==> src/rtl/prqs_pkg.sv <==
// Shared widths, codes and parameter defaults for the priority ready-queue scheduler.
`default_nettype none

package prqs_pkg;

   // Field widths of the request and response channels
   localparam int FUNC_W   = 2;
   localparam int PRIO_W   = 6;
   localparam int SLOT_F_W = 6;
   localparam int TSTATE_W = 3;
   localparam int STATUS_W = 3;
   localparam int ID_W     = 14;

   // Parameter defaults
   localparam int DEF_TASK_SLOTS          = 64;
   localparam int DEF_PRIORITY_LEVELS     = 32;
   localparam int DEF_GENERATION_BITS     = 8;
   localparam int DEF_ID_GENERATION_SHIFT = 6;

   typedef logic [FUNC_W-1:0]   func_type;
   typedef logic [TSTATE_W-1:0] tstate_type;
   typedef logic [STATUS_W-1:0] status_type;

   // Request functions
   localparam func_type FUNC_CREATE   = 2'd0;
   localparam func_type FUNC_SCHEDULE = 2'd1;
   localparam func_type FUNC_REPORT   = 2'd2;

   // Reported task states
   localparam tstate_type TSTATE_READY     = 3'd0;
   localparam tstate_type TSTATE_DESTROYED = 3'd6;
   localparam tstate_type TSTATE_INVALID   = 3'd7;

   // Response status codes
   localparam status_type STATUS_OK         = 3'd0;
   localparam status_type STATUS_BAD_PRIO   = 3'd1;
   localparam status_type STATUS_EXHAUSTED  = 3'd2;
   localparam status_type STATUS_NONE_READY = 3'd3;
   localparam status_type STATUS_BAD_STATE  = 3'd4;

endpackage

`default_nettype wire

==> src/rtl/prqs_channels.sv <==
// Valid/ready channel interfaces for scheduler requests and responses.
`default_nettype none

interface prqs_req_if;
   import prqs_pkg::*;

   logic                valid;
   logic                ready;
   logic [FUNC_W-1:0]   func;
   logic [PRIO_W-1:0]   priority_req;
   logic [SLOT_F_W-1:0] task_slot;
   logic [TSTATE_W-1:0] new_state;

   modport source (output valid, func, priority_req, task_slot, new_state, input ready);
   modport sink   (input valid, func, priority_req, task_slot, new_state, output ready);
endinterface

interface prqs_rsp_if;
   import prqs_pkg::*;

   logic                valid;
   logic                ready;
   logic [STATUS_W-1:0] status;
   logic [ID_W-1:0]     task_id;

   modport source (output valid, status, task_id, input ready);
   modport sink   (input valid, status, task_id, output ready);
endinterface

`default_nettype wire

==> src/rtl/priority_ready_queue_scheduler.sv <==
// Task scheduler: per-level FIFO ready queues and a LIFO free list in one link store.
//
//   channel   dir   handshake      payload
//   req_ch    in    valid/ready    func, priority_req, task_slot, new_state
//   rsp_ch    out   valid/ready    status, task_id
//
// One request is worked at a time by a small sequencer around the link store, whose
// reads are registered. An error, a schedule with no ready task and any other
// request go from decode straight to the response. The dependent reads set the steps
// of the others: free head, then its link and generation; level choice, then its
// head, then the successor; slot priority, then the level tail.
// req_ch.ready rises in the same cycle that the response is loaded.
// Reset is synchronous: free list starts at slot 0, all levels empty, links and
// generations read as their reset values until first written (per-entry valid bits).
// A waiting response is held in the output register; the next request is taken
// meanwhile and stalls only when its own response is due.
`default_nettype none

module priority_ready_queue_scheduler #(
   parameter int TASK_SLOTS          = prqs_pkg::DEF_TASK_SLOTS,
   parameter int PRIORITY_LEVELS     = prqs_pkg::DEF_PRIORITY_LEVELS,
   parameter int GENERATION_BITS     = prqs_pkg::DEF_GENERATION_BITS,
   parameter int ID_GENERATION_SHIFT = prqs_pkg::DEF_ID_GENERATION_SHIFT
) (
   input  wire logic  clock,
   input  wire logic  reset,
   prqs_req_if.sink   req_ch,
   prqs_rsp_if.source rsp_ch
);
   import prqs_pkg::*;

   localparam int SLOT_W     = (TASK_SLOTS > 1) ? $clog2(TASK_SLOTS) : 1;
   localparam int LINK_W     = $clog2(TASK_SLOTS + 1);
   localparam int LVL_W      = (PRIORITY_LEVELS > 1) ? $clog2(PRIORITY_LEVELS) : 1;
   localparam int SLOT_DEPTH = 1 << SLOT_W;
   localparam int LVL_DEPTH  = 1 << LVL_W;
   localparam int GEN_W      = GENERATION_BITS;
   localparam int ID_WIDE    = GEN_W + ID_GENERATION_SHIFT + SLOT_W;

   localparam logic [LINK_W-1:0] NULL_LINK  = LINK_W'(TASK_SLOTS);
   localparam logic [8:0]        SLOT_LIMIT = 9'(TASK_SLOTS);
   localparam logic [6:0]        PRIO_LIMIT = 7'(PRIORITY_LEVELS);

   // Sequencer states
   typedef enum logic [8:0] {
      S_IDLE      = 9'b000000001,
      S_DECODE    = 9'b000000010,
      S_PRIO_WAIT = 9'b000000100,
      S_LINK      = 9'b000001000,
      S_TERM      = 9'b000010000,
      S_HEAD_RD   = 9'b000100000,
      S_HEAD_DATA = 9'b001000000,
      S_POP       = 9'b010000000,
      S_RESP      = 9'b100000000
   } seq_state_type;

   // Build a task id: slot in the low bits, generation shifted up, cut to id width.
   function automatic logic [ID_W-1:0] make_id(input logic [SLOT_W-1:0] slot,
                                               input logic [GEN_W-1:0]  gen);
      logic [ID_WIDE-1:0] wide;
      wide = (ID_WIDE'(gen) << ID_GENERATION_SHIFT) | ID_WIDE'(slot);
      return ID_W'(wide);
   endfunction

   // Control and captured request
   seq_state_type       state_ff, state_in;
   func_type            op_ff, op_in;
   logic [PRIO_W-1:0]   prio_ff, prio_in;
   logic [SLOT_F_W-1:0] slot_ff, slot_in;
   tstate_type          nst_ff, nst_in;
   logic [SLOT_W-1:0]   work_slot_ff, work_slot_in;
   logic [LVL_W-1:0]    lvl_ff, lvl_in;
   status_type          status_ff, status_in;
   logic [ID_W-1:0]     id_ff, id_in;

   // Scheduler state held in flops
   logic [LINK_W-1:0]     free_head_ff, free_head_in;
   logic [LVL_DEPTH-1:0]  nonempty_ff, nonempty_in;
   logic [SLOT_DEPTH-1:0] nl_valid_ff, nl_valid_in;
   logic [SLOT_DEPTH-1:0] gen_valid_ff, gen_valid_in;

   // Output register
   logic                rsp_valid_ff, rsp_valid_in;
   status_type          rsp_status_ff, rsp_status_in;
   logic [ID_W-1:0]     rsp_id_ff, rsp_id_in;

   // Memories: next link, generation, priority per slot; head and tail per level
   logic [LINK_W-1:0] nl_mem   [SLOT_DEPTH];
   logic [GEN_W-1:0]  gen_mem  [SLOT_DEPTH];
   logic [LVL_W-1:0]  prio_mem [SLOT_DEPTH];
   logic [SLOT_W-1:0] head_mem [LVL_DEPTH];
   logic [SLOT_W-1:0] tail_mem [LVL_DEPTH];

   logic              nl_we;
   logic [SLOT_W-1:0] nl_waddr;
   logic [LINK_W-1:0] nl_wdata;
   logic [SLOT_W-1:0] slot_raddr;
   logic [LINK_W-1:0] nl_rdata_ff;
   logic              nl_rvalid_ff;
   logic [SLOT_W-1:0] slot_raddr_ff;

   logic              gen_we;
   logic [GEN_W-1:0]  gen_wdata;
   logic [GEN_W-1:0]  gen_rdata_ff;
   logic              gen_rvalid_ff;

   logic              prio_we;
   logic [LVL_W-1:0]  prio_rdata_ff;

   logic              head_we;
   logic [LVL_W-1:0]  head_waddr;
   logic [SLOT_W-1:0] head_wdata;
   logic [SLOT_W-1:0] head_rdata_ff;

   logic              tail_we;
   logic [LVL_W-1:0]  tail_raddr;
   logic [SLOT_W-1:0] tail_rdata_ff;

   // Values read back, with never-written entries showing their reset values
   logic [LINK_W-1:0] nl_val;
   logic [GEN_W-1:0]  gen_val;

   // Lowest nonempty level
   logic              find_hit;
   logic [LVL_W-1:0]  find_lvl;

   logic [SLOT_W-1:0] free_slot;
   logic [SLOT_W-1:0] req_slot;
   logic [LVL_W-1:0]  req_lvl;

   assign free_slot = free_head_ff[SLOT_W-1:0];
   assign req_slot  = SLOT_W'(slot_ff);
   assign req_lvl   = LVL_W'(prio_ff);
   assign nl_val    = nl_rvalid_ff ? nl_rdata_ff : (LINK_W'(slot_raddr_ff) + LINK_W'(1));
   assign gen_val   = gen_rvalid_ff ? gen_rdata_ff : '0;

   // Handshake ports
   assign req_ch.ready   = (state_ff == S_IDLE);
   assign rsp_ch.valid   = rsp_valid_ff;
   assign rsp_ch.status  = rsp_status_ff;
   assign rsp_ch.task_id = rsp_id_ff;

   // Priority encode the nonempty flags; the lowest level wins.
   always_comb begin
      find_hit = 1'b0;
      find_lvl = '0;
      for (int i = PRIORITY_LEVELS - 1; i >= 0; i--) begin
         if (nonempty_ff[i]) begin
            find_hit = 1'b1;
            find_lvl = LVL_W'(i);
         end
      end
   end

   // Memory ports, read data registered
   always_ff @(posedge clock) begin
      if (nl_we) begin
         nl_mem[nl_waddr] <= nl_wdata;
      end
      nl_rdata_ff   <= nl_mem[slot_raddr];
      nl_rvalid_ff  <= nl_valid_ff[slot_raddr];
      slot_raddr_ff <= slot_raddr;
   end

   always_ff @(posedge clock) begin
      if (gen_we) begin
         gen_mem[work_slot_ff] <= gen_wdata;
      end
      gen_rdata_ff  <= gen_mem[slot_raddr];
      gen_rvalid_ff <= gen_valid_ff[slot_raddr];
   end

   always_ff @(posedge clock) begin
      if (prio_we) begin
         prio_mem[work_slot_ff] <= lvl_ff;
      end
      prio_rdata_ff <= prio_mem[req_slot];
   end

   always_ff @(posedge clock) begin
      if (head_we) begin
         head_mem[head_waddr] <= head_wdata;
      end
      head_rdata_ff <= head_mem[lvl_ff];
   end

   always_ff @(posedge clock) begin
      if (tail_we) begin
         tail_mem[lvl_ff] <= work_slot_ff;
      end
      tail_rdata_ff <= tail_mem[tail_raddr];
   end

   // Sequencer
   always_comb begin
      state_in      = state_ff;
      op_in         = op_ff;
      prio_in       = prio_ff;
      slot_in       = slot_ff;
      nst_in        = nst_ff;
      work_slot_in  = work_slot_ff;
      lvl_in        = lvl_ff;
      status_in     = status_ff;
      id_in         = id_ff;
      free_head_in  = free_head_ff;
      nonempty_in   = nonempty_ff;
      rsp_valid_in  = rsp_valid_ff;
      rsp_status_in = rsp_status_ff;
      rsp_id_in     = rsp_id_ff;

      nl_we      = 1'b0;
      nl_waddr   = work_slot_ff;
      nl_wdata   = NULL_LINK;
      gen_we     = 1'b0;
      gen_wdata  = gen_val + GEN_W'(1);
      prio_we    = 1'b0;
      head_we    = 1'b0;
      head_waddr = lvl_ff;
      head_wdata = work_slot_ff;
      tail_we    = 1'b0;
      slot_raddr = free_slot;
      tail_raddr = req_lvl;

      // Drop the response once taken.
      if (rsp_valid_ff && rsp_ch.ready) begin
         rsp_valid_in = 1'b0;
      end

      unique case (state_ff)
         S_IDLE: begin
            if (req_ch.valid) begin
               op_in    = req_ch.func;
               prio_in  = req_ch.priority_req;
               slot_in  = req_ch.task_slot;
               nst_in   = req_ch.new_state;
               state_in = S_DECODE;
            end
         end

         S_DECODE: begin
            status_in = STATUS_OK;
            id_in     = '0;
            state_in  = S_RESP;
            unique case (op_ff)
               FUNC_CREATE: begin
                  // Link and generation reads for the free head and the tail read for the level go out now.
                  if (7'(prio_ff) >= PRIO_LIMIT) begin
                     status_in = STATUS_BAD_PRIO;
                  end else if (free_head_ff >= NULL_LINK) begin
                     status_in = STATUS_EXHAUSTED;
                  end else begin
                     work_slot_in = free_slot;
                     lvl_in       = req_lvl;
                     state_in     = S_LINK;
                  end
               end
               FUNC_SCHEDULE: begin
                  lvl_in = find_lvl;
                  if (find_hit) begin
                     state_in = S_HEAD_RD;
                  end else begin
                     status_in = STATUS_NONE_READY;
                  end
               end
               FUNC_REPORT: begin
                  if (nst_ff == TSTATE_INVALID) begin
                     status_in = STATUS_BAD_STATE;
                  end else if (9'(slot_ff) < SLOT_LIMIT) begin
                     if (nst_ff == TSTATE_READY) begin
                        // Priority read of the slot goes out now.
                        work_slot_in = req_slot;
                        state_in     = S_PRIO_WAIT;
                     end else if (nst_ff == TSTATE_DESTROYED) begin
                        // Push the slot onto the free list.
                        nl_we        = 1'b1;
                        nl_waddr     = req_slot;
                        nl_wdata     = free_head_ff;
                        free_head_in = LINK_W'(req_slot);
                     end
                  end
               end
               default: begin
               end
            endcase
         end

         S_PRIO_WAIT: begin
            tail_raddr = prio_rdata_ff;
            lvl_in     = prio_rdata_ff;
            if (7'(prio_rdata_ff) >= PRIO_LIMIT) begin
               state_in = S_RESP;
            end else begin
               state_in = S_LINK;
            end
         end

         S_LINK: begin
            // Append to the level: chain behind the tail, or start the queue.
            if (nonempty_ff[lvl_ff]) begin
               nl_we    = 1'b1;
               nl_waddr = tail_rdata_ff;
               nl_wdata = LINK_W'(work_slot_ff);
            end else begin
               head_we             = 1'b1;
               nonempty_in[lvl_ff] = 1'b1;
            end
            if (op_ff == FUNC_CREATE) begin
               // Pop the free list and advance the slot's generation.
               free_head_in = nl_val;
               gen_we       = 1'b1;
               prio_we      = 1'b1;
               id_in        = make_id(work_slot_ff, gen_val);
            end
            state_in = S_TERM;
         end

         S_TERM: begin
            nl_we    = 1'b1;
            tail_we  = 1'b1;
            state_in = S_RESP;
         end

         S_HEAD_RD: begin
            state_in = S_HEAD_DATA;
         end

         S_HEAD_DATA: begin
            slot_raddr   = head_rdata_ff;
            work_slot_in = head_rdata_ff;
            state_in     = S_POP;
         end

         S_POP: begin
            // Unlink the head; an empty successor empties the level.
            nl_we = 1'b1;
            if (nl_val >= NULL_LINK) begin
               nonempty_in[lvl_ff] = 1'b0;
            end else begin
               head_we    = 1'b1;
               head_wdata = nl_val[SLOT_W-1:0];
            end
            id_in    = make_id(work_slot_ff, gen_val - GEN_W'(1));
            state_in = S_RESP;
         end

         S_RESP: begin
            // Hold until the output register is free.
            if (!rsp_valid_ff || rsp_ch.ready) begin
               rsp_valid_in  = 1'b1;
               rsp_status_in = status_ff;
               rsp_id_in     = id_ff;
               state_in      = S_IDLE;
            end
         end

         default: begin
            state_in = S_IDLE;
         end
      endcase

      nl_valid_in  = nl_valid_ff;
      gen_valid_in = gen_valid_ff;
      if (nl_we) begin
         nl_valid_in[nl_waddr] = 1'b1;
      end
      if (gen_we) begin
         gen_valid_in[work_slot_ff] = 1'b1;
      end
   end

   // Control registers
   always_ff @(posedge clock) begin
      if (reset) begin
         state_ff     <= S_IDLE;
         free_head_ff <= '0;
         nonempty_ff  <= '0;
         nl_valid_ff  <= '0;
         gen_valid_ff <= '0;
         rsp_valid_ff <= 1'b0;
      end else begin
         state_ff     <= state_in;
         free_head_ff <= free_head_in;
         nonempty_ff  <= nonempty_in;
         nl_valid_ff  <= nl_valid_in;
         gen_valid_ff <= gen_valid_in;
         rsp_valid_ff <= rsp_valid_in;
      end
   end

   // Payload registers
   always_ff @(posedge clock) begin
      op_ff         <= op_in;
      prio_ff       <= prio_in;
      slot_ff       <= slot_in;
      nst_ff        <= nst_in;
      work_slot_ff  <= work_slot_in;
      lvl_ff        <= lvl_in;
      status_ff     <= status_in;
      id_ff         <= id_in;
      rsp_status_ff <= rsp_status_in;
      rsp_id_ff     <= rsp_id_in;
   end

endmodule

`default_nettype wire
==> src/flat_wrapper.sv <==
// flat-port wrapper written by rule: the top's interface ports become plain ports
module priority_ready_queue_scheduler_flat import prqs_pkg::*;
#(
   parameter int TASK_SLOTS          = prqs_pkg::DEF_TASK_SLOTS,
   parameter int PRIORITY_LEVELS     = prqs_pkg::DEF_PRIORITY_LEVELS,
   parameter int GENERATION_BITS     = prqs_pkg::DEF_GENERATION_BITS,
   parameter int ID_GENERATION_SHIFT = prqs_pkg::DEF_ID_GENERATION_SHIFT
)
  (clock, reset, req_ch_valid, req_ch_func, req_ch_priority_req, req_ch_task_slot, req_ch_new_state, req_ch_ready, rsp_ch_valid, rsp_ch_status, rsp_ch_task_id, rsp_ch_ready);
  prqs_req_if req_ch_i ();
  prqs_rsp_if rsp_ch_i ();
  input  wire logic clock;
  input  wire logic reset;
  input wire logic [$bits(req_ch_i.valid)-1:0] req_ch_valid;
  input wire logic [$bits(req_ch_i.func)-1:0] req_ch_func;
  input wire logic [$bits(req_ch_i.priority_req)-1:0] req_ch_priority_req;
  input wire logic [$bits(req_ch_i.task_slot)-1:0] req_ch_task_slot;
  input wire logic [$bits(req_ch_i.new_state)-1:0] req_ch_new_state;
  output wire logic [$bits(req_ch_i.ready)-1:0] req_ch_ready;
  output wire logic [$bits(rsp_ch_i.valid)-1:0] rsp_ch_valid;
  output wire logic [$bits(rsp_ch_i.status)-1:0] rsp_ch_status;
  output wire logic [$bits(rsp_ch_i.task_id)-1:0] rsp_ch_task_id;
  input wire logic [$bits(rsp_ch_i.ready)-1:0] rsp_ch_ready;
  assign req_ch_i.valid = req_ch_valid;
  assign req_ch_i.func = req_ch_func;
  assign req_ch_i.priority_req = req_ch_priority_req;
  assign req_ch_i.task_slot = req_ch_task_slot;
  assign req_ch_i.new_state = req_ch_new_state;
  assign req_ch_ready = req_ch_i.ready;
  assign rsp_ch_valid = rsp_ch_i.valid;
  assign rsp_ch_status = rsp_ch_i.status;
  assign rsp_ch_task_id = rsp_ch_i.task_id;
  assign rsp_ch_i.ready = rsp_ch_ready;
  priority_ready_queue_scheduler #(.TASK_SLOTS(TASK_SLOTS), .PRIORITY_LEVELS(PRIORITY_LEVELS), .GENERATION_BITS(GENERATION_BITS), .ID_GENERATION_SHIFT(ID_GENERATION_SHIFT)) u_core (.clock(clock), .reset(reset), .req_ch(req_ch_i), .rsp_ch(rsp_ch_i));
endmodule
==> config.mk <==
export PLATFORM = sky130hd
export DESIGN_NAME = priority_ready_queue_scheduler_flat
export DESIGN_NICKNAME = d
export VERILOG_FILES = /design/src/rtl/prqs_pkg.sv /design/src/rtl/prqs_channels.sv /design/src/rtl/priority_ready_queue_scheduler.sv /design/src/flat_wrapper.sv
export SDC_FILE = /design/constraint.sdc
export NUM_CORES = 2
export LEC_CHECK = 0
export BUFFER_PORTS_ARGS = -buffer_cell sky130_fd_sc_hd__buf_2
export CORE_ASPECT_RATIO = 0.5
export CORE_MARGIN = 4
export CORE_UTILIZATION = 35
export CTS_BUF_LIST = sky130_fd_sc_hd__clkbuf_4 sky130_fd_sc_hd__clkbuf_8
export DETAILED_ROUTE_END_ITERATION = 12
export PLACE_DENSITY = 0.51
export SYNTH_ARGS = -nofsm -noshare
export SYNTH_HDL_FRONTEND = slang
export SYNTH_SLANG_ARGS = --single-unit
==> constraint.sdc <==
create_clock -name clock -period 9.3 [get_ports clock]
set_input_delay 0.93 -clock clock [delete_from_list [all_inputs] [get_ports clock]]
set_output_delay 0.93 -clock clock [all_outputs]
set_load 0.01 [all_outputs]
# Yosys cells after proc, flatten, opt, wreduce, memory -nomap -nowiden
# Memory sizes are Yosys's and may differ from the RTL's. A register that Yosys moved wholly into a read port is not among the register bits.
# Cells that the tools add are included.
# word_totals
word_cells,246
in_bits,21
out_inout_bits,19
ramBits,1664
ff_bits,247
memories,5
# op_classes
n_lt_le_gt_ge,10
add_sub_neg,3
n_reduce_logical,22
eq_ne,28
muxes,152
bitwise_logic,7
# mem_list
memory,depth,word_bits,read_ports,rd_ports_with_merged_regs,wr,line,source
u_core.gen_mem,64,8,1,1,1,priority_ready_queue_scheduler.sv:89,logic [GEN_W-1:0] gen_mem [SLOT_DEPTH];
u_core.nl_mem,64,7,1,1,1,priority_ready_queue_scheduler.sv:88,logic [LINK_W-1:0] nl_mem [SLOT_DEPTH];
u_core.prio_mem,64,5,1,1,1,priority_ready_queue_scheduler.sv:90,logic [LVL_W-1:0] prio_mem [SLOT_DEPTH];
u_core.head_mem,32,6,1,1,1,priority_ready_queue_scheduler.sv:91,logic [SLOT_W-1:0] head_mem [LVL_DEPTH];
u_core.tail_mem,32,6,1,1,1,priority_ready_queue_scheduler.sv:92,logic [SLOT_W-1:0] tail_mem [LVL_DEPTH];
# op_table
operator,count
2-to-1 mux 5 bit,35
bitwise OR 64 bit,2
2-to-1 mux 7 bit,11
2-to-1 mux 6 bit,12
one-hot mux 9 bit (8 select lines),1
2-to-1 mux 32 bit,2
one-hot mux 32 bit (2 select lines),1
2-to-1 mux 9 bit,7
2-to-1 mux 1 bit,59
one-hot mux 14 bit (3 select lines),1
one-hot mux 6 bit (2 select lines),3
AND 32 bit,1
inverter 32 bit,1
bitwise OR 32 bit,1
bitwise OR 14 x 6 -> 14 bit,2
one-hot mux 7 bit (2 select lines),2
one-hot mux 9 bit (3 select lines),1
"< comparator 6 x 7 -> 1 bit, second input constant",3
one-hot mux 5 bit (2 select lines),2
"greater-or-equal comparator 7 bit, second input constant",2
2-to-1 mux 14 bit,1
binary-select mux 1 bit (select 6 bit),2
demux 1 bit (select 6 bit),2
"greater-or-equal comparator 6 x 1 -> 1 bit, second input constant",2
43 further kinds,66

# Logic depth before layout (Yosys ltp)
# depth
ltp_word,35
ltp_mapped,13
depth_no_buf,9

# Worst setup path before layout
# No wires, ideal clock.
# synth_timing
path_type,register to register
start,reg u_core.state_ff[2]
end,"mem u_core.nl_mem[0][2] in the netlist's numbering, data pin"
n_path_buf,2
setup_ns,0.702
path_stages_with_launch,8
t_required_ns,8.598
setup_slack_ns,4.295
arrival_time_ns,4.303
synth_period_minus_slack_ns,5.005
path_cell_list,dfxtp_1 buf_2 or3_1 or4_1 buf_2 inv_2 nand2_1 o21ai_0
# synth_via
elab_chain_len,2
word_cells_on_any_way,3
classes_between,2 x eq/ne; 1 x mux
# synth_rtl
element,line,source
"start, declared",priority_ready_queue_scheduler.sv:66,"seq_state_type state_ff, state_in;"
"start signal, assigned",priority_ready_queue_scheduler.sv:381,state_ff <= state_in;
equality test 9 x 4 -> 1 bit / equality test 9 x 2 -> 1 bit (equally long branches),priority_ready_queue_scheduler.sv:229,unique case (state_ff)
one-hot mux 7 bit (2 select lines) *,priority_ready_queue_scheduler.sv:229,
net u_core.nl_wdata[2],priority_ready_queue_scheduler.sv:96,logic [LINK_W-1:0] nl_wdata;
"end, declared",priority_ready_queue_scheduler.sv:88,
# Mark *: on every way through the listed nets, which the timed path passes. The rest lies on a longest branch.

# Final worst setup path
# layout_timing
start,reg u_core.state_ff[1]
end,"reg u_core.gen_rdata_ff[3], read port of u_core.gen_mem"
# layout_via
elab_chain_len,2
# layout_rtl
element,line,source
equality test 9 x 7 -> 1 bit,priority_ready_queue_scheduler.sv:229,
2-to-1 mux 6 bit,priority_ready_queue_scheduler.sv:229,
"end, declared",priority_ready_queue_scheduler.sv:104,logic [GEN_W-1:0] gen_rdata_ff;
# Every way passes these cells.
# A chain may end at the register's enable or synchronous reset.

==> results.txt <==
----------------------------------------------------
[Setup path]
  Critical Path End Type ... register
  CP arrival ... between 6000 and 7000 ps
  Maximum net fanout on the critical path ... 22
  Type of the setup path with the least slack ... register to register
  Data required time at the worst endpoint ... just over 10000 ps
  Startpoint kind of the worst setup timing path ... register

[Timing]
  Worst slew pin tran ... 1370 ps
  Endpoints failing hold ... 0
  Fin worst setup slack ... 4040 ps
  Max Clock Skew ... 87.3 ps
  Final critical delay including setup and external delays ... approximately 5300 ps
  Summed negative setup slack over all endpoints ... 0 ps
  RSZ-0062 raised after global routing ... no
  Number of max-slew violations in the final report ... 0
  Final Cycle Share ... roughly 57%
  Tightest slew margin relative to the limit ... approximately 7.8%
  Number of endpoints failing setup at the final stage ... 0
  Achievable frequency ... approximately 0.19 GHz
  Hold slack final ... 200 ps

[GRT]
  Via count of the first global-routing pass ... 46700
  GRT Overall Usage ... around a fifth
  Overall overflow remaining after global route ... 0
  Wire length of the first global-routing pass ... about 330 mm
  Maximum number of pins on one net before global-route repair ... 168
  Antenna violations before repair ... 7

[Yosys]
  Synthesized Nets ... approximately 5500
  Area of the mapped netlist ... 77000 um2
  Post-synthesis area per instance ... 14.0 um2
  Share of Yosys cell area claimed by the top area cell type ... about two thirds
  Most used flip-flop cell after synthesis ... edfxtp_1
  Count of flip-flops with a built-in enable after synthesis ... between 1500 and 2000
  Yosys Warn Count ... 0
  Yosys reg bits ... between 1500 and 2000
  Share of async-settable or async-resettable flops after synthesis ... 0%
  Area contributors post-synth ... edfxtp_1 (67%), dfxtp_1 (5.6%), nand2_1 (5.6%), mux4_2 (4.7%), nor2_1 (2.1%)
  Sequential area share after synthesis ... approximately 73%
  Post-synthesis cell type with the largest combined area ... edfxtp_1
  Number of different library cells in the post-synthesis netlist ... 86
  Number of instances in the synthesized netlist ... 5488

[Clocking]
  Clock insertion delay at the later pin of the skew report ... a little over 900 ps
  Number of buffers between clock root and the deepest sink ... 4
  Post CTS Setup Buffer Count ... 0
  Buffer cell driving the clock tree root ... clkbuf_8
  Number of H-tree branching levels ... 5
  Post_cts resized ... 0
  CTS tree ... built
  Clock buffer count from CTS ... about 300
  Clock-pin slew reported for the worst setup and hold paths after clock tree synthesis ... approximately 60 ps
  Count of hold-fix buffers inserted at cts ... 0
  Sink count of the clock tree ... slightly below 2000

[Placed design]
  DPL Wire Length ... between 100 and 150 mm
  Dpl cells ... 8281
  Total cell area at the placement stage ... roughly 81000 um2
  Setup Slack @ Placement ... between 4000 and 5000 ps
  Placer's final routability congestion estimate ... slightly below 0.9
  Port Buffers ... 39

[Routing]
  Routed len/inst ... 26.1 um
  Total wire length ... around 230 mm
  Average via count per standard cell ... 5.40
  Post-route ant nets ... 0
  Number of iterations in the first detailed-routing pass ... 8
  DRC violations left ... 0
  Via count ... between 40000 and 50000
  First DRT Iteration DRCs ... 5528

[Floorplanning]
  Die span in x ... between 600 and 700 um
  Total core area ... about 220000 um2
  Site Rows ... 121
  Die outline height ... roughly 340 um
  Io pins ... 40
  Die area ... ~230000 um2
  Initial Utilization ... a little over a third

[Power]
  Fraction of power consumed by the clock network ... 42.5%
  Portion of total power attributed to sequential cells ... 55.6%
  Final Total Pwr ... 16.9 mW
  Cell internal pwr ... roughly 13 mW
  Net Switching ... around 3.6 mW
  Cell Pwr Density ... 195 nW/um2
  P_leak ... ~28 nW
  Combinational power share ... around 1.9%
  Max IR drop VDD ... approximately 96 uV
  Net Sw Frac ... 21.2%

[Final layout]
  Total Nets Final ... roughly 5700
  Final Non-Filler Cells ... between 8000 and 9000
  Final Instance Area ... between 80000 and 90000 um2
  Signed area change from the synthesized netlist to the final layout ... 12.7%
  Fin util ... between 30 and 40%
  Share of final-layout standard cells stronger than drive strength 1 ... 16.1%

[Status]
  Run status ... finished, final reports clean

[Job]
  Max-capacitance violation count ... 0

[Hold path]
  Worst hold path class ... primary input to register

----------------------------------------------------
## area by class of cell
type | count | area [um2]
antenna | 3 | 7.51
clock buffer | 430 | 5250
clock inverter | 101 | 688
fill | 20100 | 131000
inverter | 91 | 357
multi-input combinational | 3118 | 19300
sequential | 1943 | 56200
tap | 2952 | 3690
timing repair buffer | 177 | 1300
## routing by layer
| layer | vias up | global-route usage [%] | wire (um) |
|---|---|---|---|
| met5 | - | 0 | 0 |
| met4 | 0 | 6.48 | 7420 |
| met3 | 402 | 4.09 | 18500 |
| met2 | 1999 | 30.5 | 105000 |
| met1 | 24400 | 27.2 | 99300 |
| li1 | 20900 | - | - |
## path summary, 6_finish.rpt
check / startpoint / to / slack (ps) / cells past startpoint
worst min register to register: u_core.id_ff[2] / u_core.rsp_ch.task_id[2] / 410 / 0
worst max register to register: u_core.state_ff[1] / u_core.gen_rdata_ff[3] / 4040 / 9
worst max-delay path: u_core.state_ff[1] / u_core.gen_rdata_ff[3] / 4040 / 9
worst min-delay path: req_ch_task_slot[2] / u_core.req_slot[2] / 200 / 1
## power by group through the flow
stage / combinational [mW] / sequential (mW) / clock, mW
after floorplan: 0.202 / 9.58 / 0
after global placement: 0.321 / 9.60 / 0
after detailed placement: 0.323 / 9.60 / 0
after CTS: 0.324 / 9.42 / 7.34
after global routing: 0.341 / 9.41 / 7.76
final: 0.322 / 9.42 / 7.19
## synth_stat cells, types with 8 or more instances
cell type     n
a32o_1        8
dfxtp_1     217
buf_1        45
nor4_1        8
o211ai_1     24
a22o_1        8
xnor2_1       8
a311oi_1     16
nor3_1       34
a32oi_1      45
nor2b_1      10
a22oi_1      25
and3_1       18
nand3_1     288
buf_2        86
a211oi_1     22
nand2_2      11
a21oi_1     171
inv_1        87
o31ai_1      11
o22ai_1      83
a211oi_2     10
nand2_1    1147
nand4_1      66
nor2_4       11
a31oi_1     125
nor2_1      423
clkbuf_1    190
mux2_2       15
and2_1       16
or3_1        16
buf_4         9
mux4_2      161
o221ai_1     26
edfxtp_1   1726
mux2i_1     143
o21ai_0      53
o22ai_2       8
nand2b_1     10
a222oi_1      8
## logic make-up (layout without fill, tap and decap cells)
kind of cell	after synthesis	count (layout)	synth area share (%)
AOI/OAI and AO/OA	682	682	5.98
xor gates and xnor gates	11	11	0.125
adders and majority gates	3	3	0.0488
buffers and inverters	427	799	2.34
DFF	1943	1943	73.0
muxes	323	323	6.88
other	0	3	0
and+or+nand+nor	2099	2099	11.7
## flip-flops by register name (all words and copies together), names as in the netlist, 9 cells and up, named ones only
register / count
u_core.id_ff: 14
u_core.rsp_ch.task_id: 14
u_core.prio_mem: 320
u_core.head_mem: 192
u_core.gen_mem: 512
u_core.tail_mem: 192
u_core.gen_valid_ff: 64
u_core.nl_valid_ff: 64
u_core.state_ff: 9
u_core.nl_mem: 448
## worst max-delay path, cell delays in order (launching register included)
cell and delay [ps]:
dfxtp_1 410, nor4_2 390, nand4_2 630, mux2i_4 1110, buf_4 560, and2_1 770
buf_4 420, a21oi_1 120, a32o_1 330, a222oi_1 340
## placed cells by master, fill, tap and decap left out, types with 133 or more instances in the layout
cell,instances
dfxtp_1,217
edfxtp_1,1726
clkbuf_8,323
nand2_1,1141
nand3_1,288
mux4_2,161
nor2_1,414
a21oi_1,169
buf_4,133
mux2i_1,141
No activity file was read; power rests on OpenSTA's default activity.
